[config.mk]
export PLATFORM = sky130hd
export DESIGN_NAME = life_grid_generation_step
export DESIGN_NICKNAME = d
export VERILOG_FILES = /design/src/rtl/lgs_pkg.sv /design/src/rtl/lgs_grid_mem.sv /design/src/rtl/lgs_cell_rule.sv /design/src/rtl/life_grid_generation_step.sv
export SDC_FILE = /design/constraint.sdc
export NUM_CORES = 1
export LEC_CHECK = 0
export ABC_CLOCK_PERIOD_IN_PS = 6050
export BUFFER_PORTS_ARGS = -buffer_cell sky130_fd_sc_hd__buf_2
export CAP_MARGIN = 15
export CORE_ASPECT_RATIO = 1.1
export CORE_MARGIN = 3
export CORE_UTILIZATION = 34
export CTS_CLUSTER_DIAMETER = 120
export CTS_CLUSTER_SIZE = 20
export DETAILED_ROUTE_END_ITERATION = 6
export GPL_TIMING_DRIVEN = 0
export PLACE_DENSITY = 0.49
export REMOVE_ABC_BUFFERS = 1
export SYNTH_ARGS = -nofsm -noshare
export SYNTH_HDL_FRONTEND = slang
export SYNTH_SLANG_ARGS = --single-unit
export TNS_END_PERCENT = 20
[constraint.sdc]
create_clock -name clock -period 6.05 [get_ports clock]
set_input_delay 1.815 -clock clock [delete_from_list [all_inputs] [get_ports clock]]
set_output_delay 1.815 -clock clock [all_outputs]
set_load 0.03 [all_outputs]
[src/rtl/lgs_pkg.sv]
// Shared types and constants for the life grid generation step block.
// No dependencies; imported by lgs_cell_rule and life_grid_generation_step.
`timescale 1ns / 1ps
`default_nettype none

package lgs_pkg;

   localparam int LGS_ROWS = 32;
   localparam int LGS_COLS = 32;

   // Command codes; code 3 has no name, writes nothing and returns a zero cell value
   localparam logic [1:0] CMD_WRITE = 2'd0;
   localparam logic [1:0] CMD_READ  = 2'd1;
   localparam logic [1:0] CMD_STEP  = 2'd2;

   // B3/S23 neighbour counts
   localparam logic [3:0] LGS_SURVIVE = 4'd2;
   localparam logic [3:0] LGS_BIRTH   = 4'd3;

   typedef struct packed {
      logic [1:0] command;
      logic [4:0] row;
      logic [4:0] col;
      logic       value;
   } lgs_req_type;

   typedef struct packed {
      logic [1:0] done_command;
      logic       cell_value;
   } lgs_rsp_type;

   // 3x3 neighbourhood; in each row bit 0 is the left column, bit 1 the centre
   typedef struct packed {
      logic [2:0] above;
      logic [2:0] middle;
      logic [2:0] below;
   } lgs_window_type;

   typedef enum logic [3:0] {
      ST_CLEAR,
      ST_IDLE,
      ST_ACCESS,
      ST_RESOLVE,
      ST_LOAD0,
      ST_LOAD1,
      ST_LOAD2,
      ST_SCAN,
      ST_ROW_END
   } lgs_state_type;

endpackage

`default_nettype wire

[src/rtl/lgs_grid_mem.sv]
// Row-wide grid memory: one write port and one read port with registered data.
// Depends on nothing but its parameters.
`timescale 1ns / 1ps
`default_nettype none

module lgs_grid_mem #(
   parameter int ROWS = 32,
   parameter int COLS = 32
) (
   input  wire logic                    clock,
   input  wire logic                    wr_en,
   input  wire logic [$clog2(ROWS)-1:0] wr_addr,
   input  wire logic [COLS-1:0]         wr_data,
   input  wire logic                    rd_en,
   input  wire logic [$clog2(ROWS)-1:0] rd_addr,
   output      logic [COLS-1:0]         rd_data
);

   logic [COLS-1:0] grid_mem [ROWS];
   logic [COLS-1:0] data_ff;

   always_ff @(posedge clock) begin
      if (wr_en) begin
         grid_mem[wr_addr] <= wr_data;
      end
      if (rd_en) begin
         data_ff <= grid_mem[rd_addr];
      end
   end

   assign rd_data = data_ff;

endmodule

`default_nettype wire

[src/rtl/lgs_cell_rule.sv]
// Neighbour counter and B3/S23 rule for one cell, shared across the whole sweep.
// Depends on lgs_pkg for the window type and the rule constants.
`timescale 1ns / 1ps
`default_nettype none

module lgs_cell_rule (
   input  wire lgs_pkg::lgs_window_type window,
   output      logic                    alive
);

   import lgs_pkg::*;

   logic [3:0] count;

   always_comb begin
      count = 4'(window.middle[0]) + 4'(window.middle[2]);
      for (int i = 0; i < 3; i++) begin
         count = count + 4'(window.above[i]) + 4'(window.below[i]);
      end
   end

   assign alive = (count == LGS_BIRTH) || (window.middle[1] && (count == LGS_SURVIVE));

endmodule

`default_nettype wire

[src/rtl/life_grid_generation_step.sv]
// Life grid of ROWS x COLS one-bit cells (rule B3/S23, non-wrapping edges). After
// reset the grid memory is cleared one row per cycle with busy high. A cell write
// or read holds busy through the ACCESS and RESOLVE states (row read, then
// read-modify-write) and its result strobes on rsp_valid as the block returns to
// idle. In a generation step one shared rule unit evaluates one cell per cycle over
// a three-row window, with a ROW_END state per row to write the new row back
// through the single memory write port. Results are presented for one cycle only;
// the receiver cannot stall them.
`timescale 1ns / 1ps
`default_nettype none

module life_grid_generation_step #(
   parameter int ROWS = lgs_pkg::LGS_ROWS,
   parameter int COLS = lgs_pkg::LGS_COLS
) (
   input  wire logic                 clock,
   input  wire logic                 reset,
   input  wire logic                 start,
   output      logic                 busy,
   input  wire lgs_pkg::lgs_req_type req_item,
   output      logic                 rsp_valid,
   output      lgs_pkg::lgs_rsp_type rsp_item
);

   import lgs_pkg::*;

   localparam int RowW = $clog2(ROWS);
   localparam int ColW = $clog2(COLS);

   lgs_state_type   state_ff, state_in;
   lgs_req_type     req_ff, req_in;
   logic [RowW-1:0] row_cnt_ff, row_cnt_in;
   logic [ColW-1:0] col_cnt_ff, col_cnt_in;
   logic [COLS-1:0] prev_ff, prev_in;
   logic [COLS-1:0] cur_ff, cur_in;
   logic [COLS-1:0] nxt_ff, nxt_in;
   logic [COLS-1:0] new_row_ff, new_row_in;
   logic [2:0]      left_ff, left_in;
   logic            rsp_valid_ff, rsp_valid_in;
   lgs_rsp_type     rsp_ff, rsp_in;

   logic            wr_en, rd_en;
   logic [RowW-1:0] wr_addr, rd_addr;
   logic [COLS-1:0] wr_data, rd_data;

   logic            req_inside;
   logic [RowW-1:0] req_row_idx;
   logic [ColW-1:0] req_col_idx;
   logic            last_row, last_col, has_row2;
   logic            cell_bit;
   lgs_window_type  window;
   logic            rule_alive;

   lgs_grid_mem #(
      .ROWS(ROWS),
      .COLS(COLS)
   ) u_grid_mem (
      .clock  (clock),
      .wr_en  (wr_en),
      .wr_addr(wr_addr),
      .wr_data(wr_data),
      .rd_en  (rd_en),
      .rd_addr(rd_addr),
      .rd_data(rd_data)
   );

   lgs_cell_rule u_cell_rule (
      .window(window),
      .alive (rule_alive)
   );

   assign req_inside  = (32'(req_ff.row) < ROWS) && (32'(req_ff.col) < COLS);
   assign req_row_idx = RowW'(req_ff.row);
   assign req_col_idx = ColW'(req_ff.col);
   assign last_row    = (row_cnt_ff == RowW'(ROWS - 1));
   assign last_col    = (col_cnt_ff == ColW'(COLS - 1));
   assign has_row2    = ((32'(row_cnt_ff) + 32'd2) < ROWS);

   // Rows rotate right once per column, so bit 0 is the centre and bit 1 the right
   always_comb begin
      window.above  = {(last_col ? 1'b0 : prev_ff[1]), prev_ff[0], left_ff[0]};
      window.middle = {(last_col ? 1'b0 : cur_ff[1]),  cur_ff[0],  left_ff[1]};
      window.below  = {(last_col ? 1'b0 : nxt_ff[1]),  nxt_ff[0],  left_ff[2]};
   end

   always_ff @(posedge clock) begin
      if (reset) begin
         state_ff     <= ST_CLEAR;
         row_cnt_ff   <= '0;
         rsp_valid_ff <= 1'b0;
      end else begin
         state_ff     <= state_in;
         row_cnt_ff   <= row_cnt_in;
         rsp_valid_ff <= rsp_valid_in;
      end
   end

   always_ff @(posedge clock) begin
      req_ff     <= req_in;
      col_cnt_ff <= col_cnt_in;
      prev_ff    <= prev_in;
      cur_ff     <= cur_in;
      nxt_ff     <= nxt_in;
      new_row_ff <= new_row_in;
      left_ff    <= left_in;
      rsp_ff     <= rsp_in;
   end

   always_comb begin
      state_in     = state_ff;
      req_in       = req_ff;
      row_cnt_in   = row_cnt_ff;
      col_cnt_in   = col_cnt_ff;
      prev_in      = prev_ff;
      cur_in       = cur_ff;
      nxt_in       = nxt_ff;
      new_row_in   = new_row_ff;
      left_in      = left_ff;
      rsp_valid_in = 1'b0;
      rsp_in       = rsp_ff;
      wr_en        = 1'b0;
      wr_addr      = row_cnt_ff;
      wr_data      = '0;
      rd_en        = 1'b0;
      rd_addr      = row_cnt_ff;
      cell_bit     = 1'b0;

      case (state_ff)
         ST_CLEAR: begin
            wr_en = 1'b1;
            if (last_row) begin
               row_cnt_in = '0;
               state_in   = ST_IDLE;
            end else begin
               row_cnt_in = row_cnt_ff + RowW'(1);
            end
         end

         ST_IDLE: begin
            if (start) begin
               req_in     = req_item;
               row_cnt_in = '0;
               state_in   = (req_item.command == CMD_STEP) ? ST_LOAD0 : ST_ACCESS;
            end
         end

         ST_ACCESS: begin
            rd_en    = 1'b1;
            rd_addr  = req_row_idx;
            state_in = ST_RESOLVE;
         end

         ST_RESOLVE: begin
            // Read-modify-write of the addressed row on a write; a read returns the cell
            wr_addr              = req_row_idx;
            wr_data              = rd_data;
            wr_data[req_col_idx] = req_ff.value;
            wr_en                = req_inside && (req_ff.command == CMD_WRITE);
            if (req_inside && (req_ff.command == CMD_WRITE)) begin
               cell_bit = req_ff.value;
            end else if (req_inside && (req_ff.command == CMD_READ)) begin
               cell_bit = rd_data[req_col_idx];
            end
            rsp_valid_in        = 1'b1;
            rsp_in.done_command = req_ff.command;
            rsp_in.cell_value   = cell_bit;
            state_in            = ST_IDLE;
         end

         ST_LOAD0: begin
            rd_en    = 1'b1;
            rd_addr  = '0;
            state_in = ST_LOAD1;
         end

         ST_LOAD1: begin
            rd_en    = 1'b1;
            rd_addr  = RowW'(1);
            prev_in  = '0;
            cur_in   = rd_data;
            state_in = ST_LOAD2;
         end

         ST_LOAD2: begin
            nxt_in     = rd_data;
            col_cnt_in = '0;
            left_in    = '0;
            state_in   = ST_SCAN;
         end

         ST_SCAN: begin
            // Prefetch the row below the window while the port is free
            rd_addr    = row_cnt_ff + RowW'(2);
            rd_en      = (col_cnt_ff == '0) && has_row2;
            new_row_in = {rule_alive, new_row_ff[COLS-1:1]};
            left_in    = {nxt_ff[0], cur_ff[0], prev_ff[0]};
            prev_in    = {prev_ff[0], prev_ff[COLS-1:1]};
            cur_in     = {cur_ff[0], cur_ff[COLS-1:1]};
            nxt_in     = {nxt_ff[0], nxt_ff[COLS-1:1]};
            if (last_col) begin
               state_in = ST_ROW_END;
            end else begin
               col_cnt_in = col_cnt_ff + ColW'(1);
            end
         end

         ST_ROW_END: begin
            // Old rows are held in the window, so write back in place
            wr_en      = 1'b1;
            wr_addr    = row_cnt_ff;
            wr_data    = new_row_ff;
            prev_in    = cur_ff;
            cur_in     = nxt_ff;
            nxt_in     = has_row2 ? rd_data : '0;
            left_in    = '0;
            col_cnt_in = '0;
            if (last_row) begin
               row_cnt_in          = '0;
               rsp_valid_in        = 1'b1;
               rsp_in.done_command = CMD_STEP;
               rsp_in.cell_value   = 1'b0;
               state_in            = ST_IDLE;
            end else begin
               row_cnt_in = row_cnt_ff + RowW'(1);
               state_in   = ST_SCAN;
            end
         end

         default: begin
            state_in = ST_IDLE;
         end
      endcase
   end

   assign busy      = (state_ff != ST_IDLE);
   assign rsp_valid = rsp_valid_ff;
   assign rsp_item  = rsp_ff;

   a_rsp_only_when_idle: assert property (@(posedge clock) disable iff (reset)
      rsp_valid |-> !busy)
      else $error("result strobe while busy");

   a_no_rsp_after_accept: assert property (@(posedge clock) disable iff (reset)
      (start && !busy) |=> !rsp_valid)
      else $error("result in the cycle after a transaction was accepted");

   a_no_write_when_idle: assert property (@(posedge clock) disable iff (reset)
      (state_ff == ST_IDLE) |-> !wr_en)
      else $error("grid write while idle");

   a_rsp_echoes_command: assert property (@(posedge clock) disable iff (reset)
      rsp_valid |-> (rsp_item.done_command == req_ff.command))
      else $error("result does not echo the accepted command");

   a_step_cell_zero: assert property (@(posedge clock) disable iff (reset)
      (rsp_valid && (rsp_item.done_command == CMD_STEP)) |-> !rsp_item.cell_value)
      else $error("generation step returned a non-zero cell value");

endmodule

`default_nettype wire
==> Word-level counts from Yosys, hierarchy flattened <==
Memories as Yosys holds them, arrays and structs flattened. A register that Yosys moved wholly into a read port is not among the register bits.
Index checks and enable logic that the tools add are counted.
{ "word_totals": {"reg_bits": 162, "ram_bits": 1024, "inputBits": 16, "output_inout_bits": 5, "mem_count": 1} }
{ "mem_list": {"columns": ["name", "depth", "word_bits", "read_ports", "rd_ports_with_merged_regs", "write_ports", "line_no", "source"], "rows": [
  ["u_grid_mem.grid_mem", 32, 32, 1, 1, 1, "lgs_grid_mem.sv:19", "logic [COLS-1:0] grid_mem [ROWS];"]
]} }
{ "classes": {"add_sub_neg": 11, "magnitude_cmp": 3, "n_eq_ne": 20, "mux": 37, "reduce_logical": 20} }
{ "op_table": {"columns": ["operator", "n"], "rows": [
  ["$pmux 32 s3", 3],
  ["$pmux 32 s2", 1],
  ["$bwmux 32", 1],
  ["$mux 32", 1],
  ["$pmux 4 s8", 1],
  ["$add 4x1->4", 6],
  ["$mux 5", 4],
  ["$pmux 5 s2", 2],
  ["$pmux 5 s4", 1],
  ["$eq 4x2->1 const B", 4],
  ["$eq 4x3->1 const B", 4],
  ["$mux 4", 3],
  ["$pmux 3 s2", 2],
  ["$add 5x1->5 const B", 2],
  ["$eq 5x5->1 const B", 2],
  ["$mux 1", 10],
  ["$ne 2x2->1 const B", 5],
  ["$mux 3", 3],
  ["$reduce_and 2->1", 4],
  ["$add 5x2->6 const B", 1],
  ["$lt 5x6->1 const B", 1],
  ["$lt 6x6->1 const B", 1],
  ["$pmux 1 s2", 3],
  ["$reduce_bool 2->1", 3],
  ["other kinds (19)", 23]
]} }

==> Depth between registers and ports, before layout <==
{ "logic_depth": {"ltp_word": 12, "ltp_mapped": 15} }

==> Hierarchy <==
A second synthesis with hierarchy kept.
{ "unflattened": {"cells_unflattened": 2967, "area_unflattened_um2": 49003.2} }
{ "modules_own_cells": {"columns": ["module", "n_inst", "cells_per_inst", "area_per_inst_um2", "seq_area_each_um2"], "rows": [
  ["lgs_grid_mem", 1, 2260, 40811.6, 31710.4],
  ["life_grid_generation_step", 1, 684, 7991.4, 4764.6],
  ["lgs_cell_rule", 1, 23, 200.2, 0.0]
]} }

==> Worst setup path before layout <==
Ideal clock, no wire load.
{ "synth_timing": {"path_type": "register to register", "startpoint": "reg col_cnt_ff[0]", "endpoint": "reg new_row_ff[31] (data pin)", "arrival_time_ps": 3495, "path_slack_ps": 2398, "path_stages_with_launch": 16, "n_path_buf": 0, "period_less_slack_ps": 3652, "cell_sequence": "edfxtp_1 > ha_1 > and3_1 > ha_1 > nor2b_1 > ha_1 > inv_1 > fa_1 > inv_1 > fa_1 > fa_1 > inv_1 > fa_1 > a2111oi_0 > a21oi_1 > nor3_1"} }
{ "synth_via": {"elab_chain_cells": 12, "word_cells_on_any_way": 15, "cone_classes": "7 x add/sub; 3 x eq/ne; 3 x mux; 2 x reduce/logical"} }
{ "synth_lines": {"columns": ["item", "line_no", "source"], "rows": [
  ["start: declaration", "life_grid_generation_step.sv:33", "logic [ColW-1:0] col_cnt_ff, col_cnt_in;"],
  ["start signal: assignment", "life_grid_generation_step.sv:100", "col_cnt_ff <= col_cnt_in;"],
  ["$eq 5x5->1 (*)", "life_grid_generation_step.sv:76", "assign last_col = (col_cnt_ff == ColW'(COLS - 1));"],
  ["$mux 1", "life_grid_generation_step.sv:82", "window.middle = {(last_col ? 1'b0 : cur_ff[1]), cur_ff[0], left_ff[1]};"],
  ["$add 1x1->2", "lgs_cell_rule.sv:16", "count = 4'(window.middle[0]) + 4'(window.middle[2]);"],
  ["$add 4x1->4 (5 in a row)", "lgs_cell_rule.sv:18", "count = count + 4'(window.above[i]) + 4'(window.below[i]);"],
  ["$add 4x1->4 (*)", "lgs_cell_rule.sv:18", null],
  ["$eq 4x2->1", "lgs_cell_rule.sv:22", "assign alive = (count == LGS_BIRTH) || (window.middle[1] && (count == LGS_SURVIVE));"],
  ["$logic_and 1x1->1", "lgs_cell_rule.sv:22", null],
  ["$logic_or 1x1->1 (*)", "lgs_cell_rule.sv:22", null],
  ["via rule_alive", "life_grid_generation_step.sv:52", "logic rule_alive;"],
  ["end signal: assignment", "life_grid_generation_step.sv:104", "new_row_ff <= new_row_in;"],
  ["end: declaration", "life_grid_generation_step.sv:37", "logic [COLS-1:0] new_row_ff, new_row_in;"]
]} }
The timed path passes the listed nets; every way through them passes the cells marked *.
A chain may end at the register's enable or synchronous reset.

==> Worst setup path in the final report <==
{ "layout_timing": {"startpoint": "reg state_ff[0]", "endpoint": "mem u_grid_mem.grid_mem[2][25], enable pin"} }
{ "layout_via": {"elab_chain_cells": 5, "word_cells_on_any_way": 8, "cone_classes": "2 x eq/ne; 4 x mux; 2 x reduce/logical"} }
{ "layout_lines": {"columns": ["item", "line_no", "source"], "rows": [
  ["start: declaration", "life_grid_generation_step.sv:30", "lgs_state_type state_ff, state_in;"],
  ["start signal: assignment", "life_grid_generation_step.sv:92", "state_ff <= state_in;"],
  ["$eq 4x4->1 or $logic_not 4->1 (tied branches)", "life_grid_generation_step.sv:128", "case (state_ff)"],
  ["$reduce_or 2->1 (no line)", null, null],
  ["$pmux 1 s2", "life_grid_generation_step.sv:128", null],
  ["$mux 1", "lgs_grid_mem.sv:23", "if (wr_en) begin"],
  ["$mux 1 (implied by the code)", "lgs_grid_mem.sv:24", "grid_mem[wr_addr] <= wr_data;"],
  ["end: declaration", "lgs_grid_mem.sv:19", null]
]} }
Parallel ways exist; a longest one is shown, timed or not.

==> impl_metrics.sql <==
INSERT INTO impl_metrics (metric_group, metric, value, unit) VALUES
('timing', 'finalWorstSetupSlack', '1220', 'ps'),
('power', 'irDropWorstVdd', '205', 'uV'),
('hold_path', 'worst_hold_path_type', 'reg2reg', ''),
('synth', 'synthCells', '2556', ''),
('critical_path', 'timing.critical_path.cells', 'nand3_4 -> nor3_1 -> nand2b_1 -> o21ai_0 -> nand2b_1 -> nor2_4 -> buf_12', ''),
('critical_path', 'reg2reg_setup_slack', '1220', 'ps'),
('clocking', 'cts.sinks', '1218', ''),
('synth', 'synth_area_per_cell', '19.0', 'um^2'),
('route', 'number_of_nets_with_antenna_violations_after_routing', '0', ''),
('critical_path', 'timing.critical_path.slowest_cell_delay', '930', 'ps'),
('place', 'place_ws', '1220', 'ps'),
('route', 'wl_met2', '64100', 'um'),
('place', 'post_dp_cell_area', '53700', 'um^2'),
('clocking', 'clkSlewWorstSetupHoldPaths', '90', 'ps'),
('synth', 'share_of_synthesized_registers_carrying_an_async_set_or_reset', '0', '%'),
('clocking', 'clkLatencyLatePin', '680', 'ps'),
('outcome', 'status', 'complete, no violations', ''),
('route', 'drt_iter0_drc', '2836', ''),
('finish', 'num_antenna_cells', '0', ''),
('timing', 'max_clock_freq', '207', 'MHz'),
('die', 'die_area', '147000', 'um^2'),
('job', 'drv.max_cap_violation_count', '0', ''),
('critical_path', 'critPathCaptureType', 'flop', ''),
('global_routing', 'number_of_global_route_vias_before_repair', '25400', ''),
('critical_path', 'critPathSlowestCell', 'sky130_fd_sc_hd__nor2_4', ''),
('critical_path', 'crit_path_launch', 'state_ff[0]', ''),
('hold_path', 'hold_path.startpoint', 'new_row_ff[2]', ''),
('critical_path', 'crit_buf_inv', '1', ''),
('die', 'core_outline_area', '141000', 'um^2'),
('critical_path', 'timing.critical_path.arrival', '5180', 'ps'),
('finish', 'layout-drive-gt1-share', '22.2', '%'),
('route', 'total_via_count_in_the_routed_design', '25300', ''),
('place', 'place.detailed.hpwl', '89500', 'um'),
('timing', 'max_slew.worst_pin.slew', '1190', 'ps'),
('global_routing', 'grt_remaining_overflow', '0', ''),
('timing', 'timing.final.crit_period', '4830', 'ps'),
('timing', 'slew_headroom', '20.4', '%'),
('critical_path', 'critical_path.most_common_cell', 'sky130_fd_sc_hd__nand2b_1', ''),
('clocking', 'cts_made_buffers', '70', ''),
('global_routing', 'track_usage', '18.3', '%'),
('route', 'highest_layer', 'met4', ''),
('route', 'drtPass1Iterations', '6', ''),
('die', 'die_width', '366', 'um'),
('place', 'gp_congestion', '0.797', ''),
('timing', 'min_period_over_period', '79.9', '%'),
('synth', 'synth-edff-count', '1208', ''),
('finish', 'fill_cells', '12400', ''),
('synth', 'synth_ff_type', 'sky130_fd_sc_hd__edfxtp_1', ''),
('clocking', 'clockBufferDepth', '3', ''),
('global_routing', 'grt_start_max_net_pins', '75', ''),
('synth', 'sequential_area_share_after_synthesis', '75.3', '%'),
('critical_path', 'worst-endpoint-required', '6400', 'ps'),
('clocking', 'clock_tree.root_cell', 'sky130_fd_sc_hd__clkbuf_16', ''),
('route', 'm1WireLength', '58600', 'um'),
('route', 'avgRoutedWirePerCell', '30.0', 'um'),
('critical_path', 'critPathLaunchType', 'flop', ''),
('timing', 'hold_fails_final_rpt', '0', ''),
('finish', 'final_core_util', '39.5', '%'),
('synth', 'synth_area', '48400', 'um^2'),
('timing', 'maxSlewViolCount', '0', ''),
('critical_path', 'critical-path-top-delay-family', 'simple AND/OR/NAND/NOR gates', ''),
('finish', 'finalNetCount', '2664', ''),
('clocking', 'ctsHtreeMaxLevel', '3', ''),
('finish', 'postLayoutCellArea', '55600', 'um^2'),
('die', 'die-height', '402', 'um'),
('global_routing', 'grt_first_pass_wirelength', '192000', 'um'),
('clocking', 'cts_tree', 'yes', ''),
('synth', 'synth_area_leaders', 'sky130_fd_sc_hd__edfxtp_1, sky130_fd_sc_hd__mux4_2, sky130_fd_sc_hd__mux2i_1', ''),
('route', 'drc', '0', ''),
('synth', 'yosys_warnings', '0', ''),
('timing', 'final.setup_skew', '38.6', 'ps');
-- stage by stage --
stage / instances / setup TNS [ps]
after CTS: 4539 / 0
after global placement: 4314 / -3198210
after detailed placement: 4459 / 0
after global routing: 4541 / 0
after floorplan: 2396 / -319590
final: 4541 / 0
-- final timing paths --
check                                                  end  cells after the start
worst min-delay path                         new_row_ff[1]                      0
worst max register to register  u_grid_mem.grid_mem[2][25]                      7
worst min register to register               new_row_ff[1]                      0
worst max-delay path            u_grid_mem.grid_mem[2][25]                      7
-- synthesized netlist by cell type, drive strengths merged (17+ instances only) --
library cell,number
mux2,33
a31oi,63
nand3,17
clkbuf,87
o221a,31
edfxtp,1208
nand2,207
a22oi,99
nor3,43
a21oi,22
nor2,72
o21ai,45
a22o,65
buf,73
mux4,196
mux2i,140
and4b,31
-- layer usage --
metal  GRT usage [%]  vias up
met2            28.9      930
met1            25.8    13700
met3            2.63      194
met5               0        -
met4            6.64        0
li1                -    10600
-- state kept, by name, indices dropped and copies added, names as in the netlist --
signal               count
col_cnt_ff               5
cur_ff                  32
left_ff                  3
new_row_ff              32
nxt_ff                  32
prev_ff                 32
req_col_idx              5
req_ff                   3
req_row_idx              5
row_cnt_ff               5
rsp_item                 3
rsp_valid                1
state_ff                 4
u_grid_mem.grid_mem   1024
u_grid_mem.rd_data      32
-- placed cells by master (no fill, tap or decap), types with 4 or more instances in the layout --
cell type                   count
sky130_fd_sc_hd__nand3b_1       6
sky130_fd_sc_hd__a21oi_1       20
sky130_fd_sc_hd__fa_1           4
sky130_fd_sc_hd__and4b_1       31
sky130_fd_sc_hd__nor3_1        41
sky130_fd_sc_hd__nand3_1       16
sky130_fd_sc_hd__buf_2         20
sky130_fd_sc_hd__ha_1           9
sky130_fd_sc_hd__dfxtp_1       10
sky130_fd_sc_hd__nand2b_1      13
sky130_fd_sc_hd__mux2i_1      140
sky130_fd_sc_hd__a22oi_1       99
sky130_fd_sc_hd__nand2_1      201
sky130_fd_sc_hd__clkbuf_16     73
sky130_fd_sc_hd__a31oi_1       63
sky130_fd_sc_hd__o21ai_0        8
sky130_fd_sc_hd__a22o_1        65
sky130_fd_sc_hd__clkbuf_1       6
sky130_fd_sc_hd__o21ai_2       32
sky130_fd_sc_hd__a32oi_1        4
sky130_fd_sc_hd__nor2b_1       15
sky130_fd_sc_hd__edfxtp_1    1208
sky130_fd_sc_hd__buf_12        64
sky130_fd_sc_hd__o221a_2       30
sky130_fd_sc_hd__inv_1         15
sky130_fd_sc_hd__nor3b_1        7
sky130_fd_sc_hd__o21ai_1        5
sky130_fd_sc_hd__buf_16        48
sky130_fd_sc_hd__nor2_4        36
sky130_fd_sc_hd__mux4_2       196
sky130_fd_sc_hd__buf_8         35
sky130_fd_sc_hd__nor2_1        35
sky130_fd_sc_hd__mux2_2        33
-- kinds of logic after synthesis --
kind of cell	share of synthesized area [%]
AOI/OAI and AO/OA	5.39
xor gates and xnor gates	0.0542
adders and majority gates	0.398
buffers and inverters	1.82
DFF	75.3
muxes	12.8
and+or+nand+nor	4.28
-- where the power goes --
| group | switching, mW | internal [mW] | leakage, nW |
|---|---|---|---|
| Sequential | 0.0228 | 9.23 | 9.40 |
| Clock | 2.61 | 2.16 | 0.908 |
| Combinational | 0.461 | 0.376 | 4.97 |
-- cell type report --
class	instances	area (um^2)	share of cell area (%)
sequential	1218	36500	65.6
multi-input combinational	1163	11600	20.9
timing repair buffer	167	3230	5.81
tap	1898	2370	4.27
clock buffer	79	1850	3.33
inverter	15	56.3	0.101
clock inverter	1	3.75	0.00675
-- worst reg2reg max path, cell delays in order (launching register included) --
cell and delay [ps]:
sky130_fd_sc_hd__dfxtp_1 890, sky130_fd_sc_hd__nand3_4 860, sky130_fd_sc_hd__nor3_1 590, sky130_fd_sc_hd__nand2b_1 100
sky130_fd_sc_hd__o21ai_0 210, sky130_fd_sc_hd__nand2b_1 580, sky130_fd_sc_hd__nor2_4 940, sky130_fd_sc_hd__buf_12 290
(Power assumes the default switching activity.)
